**src/hdl/assert_macros.svh**
```systemverilog
// ----------------------------------------------------------------------------
// Assertion macros
// Concurrent assertion wrappers clocked on clk_i and disabled during reset.
// ----------------------------------------------------------------------------
`ifndef ASSERT_MACROS_SVH
`define ASSERT_MACROS_SVH
`ifndef SYNTHESIS
`define BSST_ASSERT(lbl, prop, msg) \
  lbl: assert property (@(posedge clk_i) disable iff (!rst_ni) (prop)) else $error(msg);
`define BSST_ASSERT_IMPL(lbl, ante, cons, msg) \
  lbl: assert property (@(posedge clk_i) disable iff (!rst_ni) (ante) |-> (cons)) \
    else $error(msg);
`define BSST_ASSERT_NEXT(lbl, ante, cons, msg) \
  lbl: assert property (@(posedge clk_i) disable iff (!rst_ni) (ante) |=> (cons)) \
    else $error(msg);
`else
`define BSST_ASSERT(lbl, prop, msg)
`define BSST_ASSERT_IMPL(lbl, ante, cons, msg)
`define BSST_ASSERT_NEXT(lbl, ante, cons, msg)
`endif
`endif

```
**src/hdl/bsst_pkg.sv**
```systemverilog
// ----------------------------------------------------------------------------
// Buffer slot status table package
// Sizes, action codes and the structures shared by the cells and the top level.
// ----------------------------------------------------------------------------
package bsst_pkg;

  localparam int SLOTS = 8;
  localparam int IW    = (SLOTS > 1) ? $clog2(SLOTS) : 1;
  localparam int CW    = $clog2(SLOTS + 1);
  localparam int SIW   = 3;
  localparam int XW    = (IW > SIW) ? IW : SIW;

  typedef enum logic [2:0] {
    ActWrite    = 3'd0,
    ActFindHead = 3'd1,
    ActFindTail = 3'd2,
    ActCount    = 3'd3,
    ActFindId   = 3'd4,
    ActLowest   = 3'd5
  } bsst_action_e;

  // Request broadcast to every cell for the duration of one sweep.
  typedef struct packed {
    logic [2:0]    action;
    logic [2:0]    slot_index;
    logic [7:0]    status;
    logic [31:0]   id;
    logic [IW-1:0] start;
    logic [7:0]    free_code;
  } bsst_req_t;

  // Partial result handed from one cell to the next.
  typedef struct packed {
    logic          fh;    // hit at or after the start pointer
    logic [IW-1:0] ih;
    logic          fa;    // first hit anywhere
    logic [IW-1:0] ia;
    logic [CW-1:0] cnt;
    logic          fb;    // lowest id candidate held
    logic [IW-1:0] ib;
    logic [31:0]   best;
  } bsst_acc_t;

endpackage

```
**src/hdl/buffer_slot_status_table.sv**
```systemverilog
// ----------------------------------------------------------------------------
// Buffer slot status table
// Slot table with circular search pointers, built as a row of slot cells.
// ----------------------------------------------------------------------------
// Requests enter on a valid/ready channel (action_i, slot_index_i,
// status_code_i, block_id_i); each request gives exactly one result on a
// valid/ready output channel (found_o, slot_o, match_count_o).
// A request starts a token that walks the row of SLOTS cells, one cell per
// cycle; every cell folds its slot into the partial result and applies its
// own write or free as the token passes. The head and tail pointers are
// updated when the result is registered.
// A request passes start_q, the row of cells and fin_q before its result is
// registered at out_valid_o. One request is in flight at a time, so a new
// request is taken only once the previous result has been registered; the
// walk through the cell row sets the pace.
// A finished result waits in the output register; if the receiver stalls
// while a second request completes, that result holds at the end of the row
// until the output register is free.
// free_code is written through cfg_we_i/cfg_wdata_i with no wait state.
// Reset clears every slot to status 0, id 0 and both pointers to 0.
// ----------------------------------------------------------------------------
`include "assert_macros.svh"

module buffer_slot_status_table (
  input  logic        clk_i,
  input  logic        rst_ni,
  input  logic        cfg_we_i,
  input  logic [7:0]  cfg_wdata_i,
  input  logic        in_valid_i,
  output logic        in_ready_o,
  input  logic [2:0]  action_i,
  input  logic [2:0]  slot_index_i,
  input  logic [7:0]  status_code_i,
  input  logic [31:0] block_id_i,
  output logic        out_valid_o,
  input  logic        out_ready_i,
  output logic        found_o,
  output logic [2:0]  slot_o,
  output logic [3:0]  match_count_o
);
  import bsst_pkg::*;

  logic          busy_q;
  logic          start_q;
  logic          fin_q;
  bsst_acc_t     fin_acc_q;
  bsst_req_t     req_q;
  logic [7:0]    free_code_q;
  logic [IW-1:0] head_q, head_d, tail_q, tail_d;
  logic          out_valid_q, found_q;
  logic [2:0]    slot_q;
  logic [3:0]    count_q;

  logic          tok [0:SLOTS];
  bsst_acc_t     acc [0:SLOTS];
  logic [SLOTS+1:0] tok_vec;

  logic          accept, retire;
  logic          res_found;
  logic [IW-1:0] res_slot, next_slot;

  assign accept = in_valid_i && in_ready_o;
  assign retire = fin_q && (!out_valid_q || out_ready_i);

  assign tok[0] = start_q;
  assign acc[0] = '0;

  for (genvar k = 0; k < SLOTS; k++) begin : g_cell
    bsst_cell u_cell (
      .clk_i      (clk_i),
      .rst_ni     (rst_ni),
      .cell_idx_i (IW'(k)),
      .req_i      (req_q),
      .token_i    (tok[k]),
      .acc_i      (acc[k]),
      .token_o    (tok[k+1]),
      .acc_o      (acc[k+1])
    );
  end

  always_comb begin
    res_found = 1'b0;
    res_slot  = '0;
    unique case (req_q.action)
      ActFindHead, ActFindTail: begin
        res_found = fin_acc_q.fh || fin_acc_q.fa;
        res_slot  = fin_acc_q.fh ? fin_acc_q.ih : fin_acc_q.ia;
      end
      ActFindId: begin
        res_found = fin_acc_q.fa;
        res_slot  = fin_acc_q.ia;
      end
      ActLowest: begin
        res_found = fin_acc_q.fb;
        res_slot  = fin_acc_q.ib;
      end
      default: begin
        res_found = 1'b0;
        res_slot  = '0;
      end
    endcase
    if (!res_found) begin
      res_slot = '0;
    end
    next_slot = (res_slot == IW'(SLOTS - 1)) ? '0 : res_slot + IW'(1);
    head_d = head_q;
    tail_d = tail_q;
    if (res_found && req_q.action == ActFindHead) begin
      head_d = next_slot;
    end
    if (res_found && (req_q.action == ActFindTail || req_q.action == ActLowest)) begin
      tail_d = next_slot;
    end
  end

  always_ff @(posedge clk_i or negedge rst_ni) begin
    if (!rst_ni) begin
      busy_q      <= 1'b0;
      start_q     <= 1'b0;
      fin_q       <= 1'b0;
      out_valid_q <= 1'b0;
      head_q      <= '0;
      tail_q      <= '0;
      free_code_q <= 8'd0;
    end else begin
      start_q <= accept;
      if (cfg_we_i) begin
        free_code_q <= cfg_wdata_i;
      end
      if (accept) begin
        busy_q <= 1'b1;
      end else if (retire) begin
        busy_q <= 1'b0;
      end
      if (tok[SLOTS]) begin
        fin_q <= 1'b1;
      end else if (retire) begin
        fin_q <= 1'b0;
      end
      if (retire) begin
        out_valid_q <= 1'b1;
        head_q      <= head_d;
        tail_q      <= tail_d;
      end else if (out_ready_i) begin
        out_valid_q <= 1'b0;
      end
    end
  end

  always_ff @(posedge clk_i) begin
    if (accept) begin
      req_q.action     <= action_i;
      req_q.slot_index <= slot_index_i;
      req_q.status     <= status_code_i;
      req_q.id         <= block_id_i;
      req_q.start      <= (action_i == ActFindTail) ? tail_q : head_q;
      req_q.free_code  <= free_code_q;
    end
    if (tok[SLOTS]) begin
      fin_acc_q <= acc[SLOTS];
    end
    if (retire) begin
      found_q <= res_found;
      slot_q  <= 3'(res_slot);
      count_q <= (req_q.action == ActCount) ? 4'(fin_acc_q.cnt) : 4'd0;
    end
  end

  assign in_ready_o    = !busy_q;
  assign out_valid_o   = out_valid_q;
  assign found_o       = found_q;
  assign slot_o        = slot_q;
  assign match_count_o = count_q;

  always_comb begin
    tok_vec[0] = start_q;
    for (int k = 1; k <= SLOTS; k++) begin
      tok_vec[k] = tok[k];
    end
    tok_vec[SLOTS+1] = fin_q;
  end

  // Only one request may be in the cell row or waiting at its end.
  `BSST_ASSERT(a_one_token, $onehot0(tok_vec), "more than one token in the cell row")
  `BSST_ASSERT_NEXT(a_busy_after_accept, accept, !in_ready_o, "request taken while busy")
  `BSST_ASSERT_IMPL(a_slot_zero_on_miss, out_valid_o && !found_o, slot_o == 3'd0,
                    "slot not zero on a miss")

endmodule

```
**src/hdl/bsst_cell.sv**
```systemverilog
// ----------------------------------------------------------------------------
// Slot cell
// Holds one slot's status and id, folds its slot into the passing partial
// result and performs the slot's own write or free when the token visits.
// ----------------------------------------------------------------------------
module bsst_cell (
  input  logic                  clk_i,
  input  logic                  rst_ni,
  input  logic [bsst_pkg::IW-1:0] cell_idx_i,
  input  bsst_pkg::bsst_req_t   req_i,
  input  logic                  token_i,
  input  bsst_pkg::bsst_acc_t   acc_i,
  output logic                  token_o,
  output bsst_pkg::bsst_acc_t   acc_o
);
  import bsst_pkg::*;

  logic [7:0]  status_q, status_d;
  logic [31:0] id_q, id_d;
  logic        token_q;
  bsst_acc_t   acc_q, acc_d;
  logic        st_hit, id_eq, id_lt, best_lt, hit;

  always_comb begin
    st_hit  = (status_q == req_i.status);
    id_eq   = (id_q == req_i.id);
    id_lt   = (id_q < req_i.id);
    best_lt = (id_q < acc_i.best);
    acc_d   = acc_i;
    status_d = status_q;
    id_d     = id_q;

    unique case (req_i.action)
      ActFindHead, ActFindTail: hit = st_hit;
      ActFindId:                hit = st_hit && id_eq && (req_i.id != 32'd0);
      default:                  hit = 1'b0;
    endcase

    if (hit) begin
      if (!acc_i.fa) begin
        acc_d.fa = 1'b1;
        acc_d.ia = cell_idx_i;
      end
      if (!acc_i.fh && (cell_idx_i >= req_i.start)) begin
        acc_d.fh = 1'b1;
        acc_d.ih = cell_idx_i;
      end
    end

    if ((req_i.action == ActCount) && st_hit) begin
      acc_d.cnt = acc_i.cnt + CW'(1);
    end

    if (req_i.action == ActLowest && st_hit) begin
      if (id_lt) begin
        // Slots below the threshold are released as the sweep passes.
        status_d = req_i.free_code;
      end else if (!acc_i.fb || best_lt) begin
        acc_d.fb   = 1'b1;
        acc_d.ib   = cell_idx_i;
        acc_d.best = id_q;
      end
    end

    if (req_i.action == ActWrite &&
        XW'(req_i.slot_index) == XW'(cell_idx_i)) begin
      status_d = req_i.status;
      id_d     = req_i.id;
    end
  end

  always_ff @(posedge clk_i or negedge rst_ni) begin
    if (!rst_ni) begin
      status_q <= 8'd0;
      id_q     <= 32'd0;
      token_q  <= 1'b0;
    end else begin
      token_q <= token_i;
      if (token_i) begin
        status_q <= status_d;
        id_q     <= id_d;
      end
    end
  end

  always_ff @(posedge clk_i) begin
    if (token_i) begin
      acc_q <= acc_d;
    end
  end

  assign token_o = token_q;
  assign acc_o   = acc_q;

endmodule
```
**config.mk**
```make
export PLATFORM = sky130hd
export DESIGN_NAME = buffer_slot_status_table
export DESIGN_NICKNAME = d
export VERILOG_FILES = /design/src/hdl/bsst_pkg.sv /design/src/hdl/buffer_slot_status_table.sv /design/src/hdl/bsst_cell.sv
export VERILOG_INCLUDE_DIRS = /design/src /design/src/hdl
export SDC_FILE = /design/constraint.sdc
export NUM_CORES = 2
export LEC_CHECK = 0
export BUFFER_PORTS_ARGS = -buffer_cell sky130_fd_sc_hd__buf_2
export CAP_MARGIN = 20
export CORE_UTILIZATION = 40
export DETAILED_ROUTE_END_ITERATION = 8
export GPL_TIMING_DRIVEN = 0
export PLACE_DENSITY = 0.6
export SYNTH_ARGS = -nofsm -noshare
export SYNTH_HDL_FRONTEND = slang
export SYNTH_SLANG_ARGS = --single-unit
```
**constraint.sdc**
```tcl
create_clock -name clk_i -period 4.3 [get_ports clk_i]
set_input_delay 0.645 -clock clk_i [delete_from_list [all_inputs] [get_ports clk_i]]
set_output_delay 0.645 -clock clk_i [all_outputs]
set_load 0.005 [all_outputs]
```
==> results_dict.tcl <==
set metrics [dict create \
    cp-start-kind "flip-flop" \
    die_y_um 321.4 \
    place_area_mm2 0.04313 \
    grt_pass1_wl_mm 155.4 \
    fill_cells 9175 \
    nNetsFinal 4261 \
    leakagePower_nw 20.99 \
    finClkSkew_ps 25.35 \
    yosysTopAreaCellShare_pct 29.88 \
    clk_pin_slew_ps 60 \
    fin_crit_sh_pct 99.28 \
    final.setup.worst_slack_ps 30.99 \
    whs_ps 160.4 \
    ys.flop_type "edfxtp_1" \
    utilization_pct 46.12 \
    synth_nets 4071 \
    multi_input_comb_area_mm2 0.01847 \
    status "finished clean" \
    grt.total_usage_pct 19.25 \
    slew_viol_final 0 \
    ioPinCount 69 \
    row_count 116 \
    routabilityCongestion 0.8798 \
    ys.warnings.count 0 \
    synthTopCellsByCount "ha_1 (481), edfxtp_1 (406), nand2_1 (366)" \
    diodes 0 \
    hold_viol 0 \
    cp-end-kind "flip-flop" \
    start_util_pct 40.57 \
    area_growth_pct 13.69 \
    routedWlPerCell_um 18.84 \
    yosys.area.top_type "edfxtp_1" \
    setup_viol 0 \
    ys_seq_area_share_pct 51.10 \
    powerDensity_mw_per_mm2 467.0 \
    vias 26800 \
    cts.sinks 752 \
    crit_arrival_ps 4660 \
    yosys_register_bits 752 \
    path_class "reg -> reg" \
    cts_max_level 3 \
    cp.required_ps 4690 \
    min_path_type "in -> reg" \
    cts_root_buf "clkbuf_16" \
    core_region_area_mm2 0.1006 \
    synth_cells 3531 \
    p_total_mw 21.66 \
    drtAntennaViolNets 0 \
    rsz0062_at_grt "yes" \
    hpwl_mm 74.06 \
    r2r-start "req_q[11]" \
    drt_iter0_drc 1298 \
    clockBufferDepth 3 \
    worst_pin_slew_ps 1085 \
    die_w_um 321.4 \
    clkLatencyLatePin_ps 660 \
    grt_pass1_vias 27450 \
    ys_top_cells_by_area "edfxtp_1 (30%), dfrtp_1 (21%), ha_1 (15%)" \
    overflow 0 \
    drc 0 \
    drt-total-wl_mm 97.03 \
    slew_headroom_pct 27.38 \
    hold_path.startpoint "block_id_i[22]" \
    pre_cts_ws_ps -480.5 \
    max_freq_mhz 234.2 \
    via_per_inst 5.203 \
    synth_cell_types 79 \
    syn_area_mm2 0.04080 \
    min_period_ps 4269 \
    cap_violations 0 \
    die_area_mm2 0.1033 \
    ff_latch_area_mm2 0.02086 \
    cp_max_fo 9 \
    cts_tree "yes" \
    synth_edf_count 406 \
    numCtsBuffers 85 \
    layout-drive-gt1-share_pct 15.50 \
    synth.avg_cell_area_um2 11.56 \
    grt_antenna_before_repair 0 \
    crit_start "req_q[11]" \
    yosysMostFrequentCell "ha_1" \
    async_flop_share_pct 46.01 \
    numPortBuffers 67 \
    design_area_mm2 0.04639 \
    grt_max_degree 80 \
    drtPass1Iterations 5 \
    irDropWorstVdd_uv 309.5 \
]
## registers in the layout (all words and copies together), names as in the netlist, 3 cells and up
name and count:
free_code_q 8, head_q 3, g_cell.u_cell.status_q 64, g_cell.u_cell.token_o 8, slot_o 3, req_q 57, g_cell.u_cell.id_q 256, fin_acc_q 16
match_count_o 4, g_cell.u_cell.acc_o 325, tail_q 3
## worst paths after layout
path	to	slack [ps]	cells after the start
max in group asynchronous	start_q	2500	4
max reg2reg	g_cell[4].u_cell.acc_o[45]	30	9
min	req_q[33]	160	1
max	g_cell[4].u_cell.acc_o[45]	30	9
min in group asynchronous	busy_q	480	2
min reg2reg	fin_acc_q[34]	410	0
## cells by family after synthesis
| kind of cell | count (synthesis) | synth area share [%] |
|---|---|---|
| buf+inv | 395 | 3.879 |
| flops | 752 | 51.10 |
| mux | 257 | 7.347 |
| fa+ha+maj | 481 | 14.75 |
| xor+xnor | 80 | 1.717 |
| compound gates | 762 | 11.51 |
| simple gates | 804 | 9.699 |
## timing repair
action,CTS,global route
setup endpoints to repair,194,98
setup buffers,16,5
pin swaps,2,1
hold buffers,1,0
resized for setup,16,7
hold endpoints to repair,46,0
## critical path: stages (launching register included)
cell and delay (ps):
edfxtp_1 850, clkbuf_1 780, nor4_1 130, nand4_1 300, o21ai_2 280, nor4_2 730, o21ai_0 240, nand2b_1 200
or2_2 290, and2_1 170
## placed cells by master, fill, tap and decap left out, types with 53 or more instances in the layout
master,count
a21o_1,77
a21oi_1,165
buf_2,86
clkbuf_1,95
clkbuf_16,87
dfrtp_1,339
edfxtp_1,406
ha_1,481
inv_1,282
mux2_2,220
nand2_1,366
nand4_1,81
nor2_1,70
o21ai_0,316
xor2_1,53
## per-stage QoR
step,cells,TNS (ps)
final,5151,0
after global routing,5151,-87.29
after CTS,5145,0
after detailed placement,4968,-43470
after global placement,4955,-1884010
after floorplan,3531,0
## final cells by class
type / count / area share, %
tap: 1357 / 3.660
timing repair buffer: 103 / 1.769
clock buffer: 116 / 5.057
buffer: 105 / 1.065
sequential: 752 / 44.96
inverter: 290 / 2.411
multi-input combinational: 2384 / 39.80
clock inverter: 44 / 1.268
## layer usage
layer,up-vias,GRT usage (%),share of wire (%)
met2,387,31.75,47
met1,12950,25.51,46
li1,13280,-,-
met5,-,0,0
met4,0,7.799,4.1
met3,182,2.537,3.3
## power by group
group	switching, mW	internal, mW	total, mW
registers	0.959	9.08	10.0
logic	2.32	1.70	4.01
clock network	3.04	4.58	7.62
Note: power is estimated with default switching activity, not from simulation.
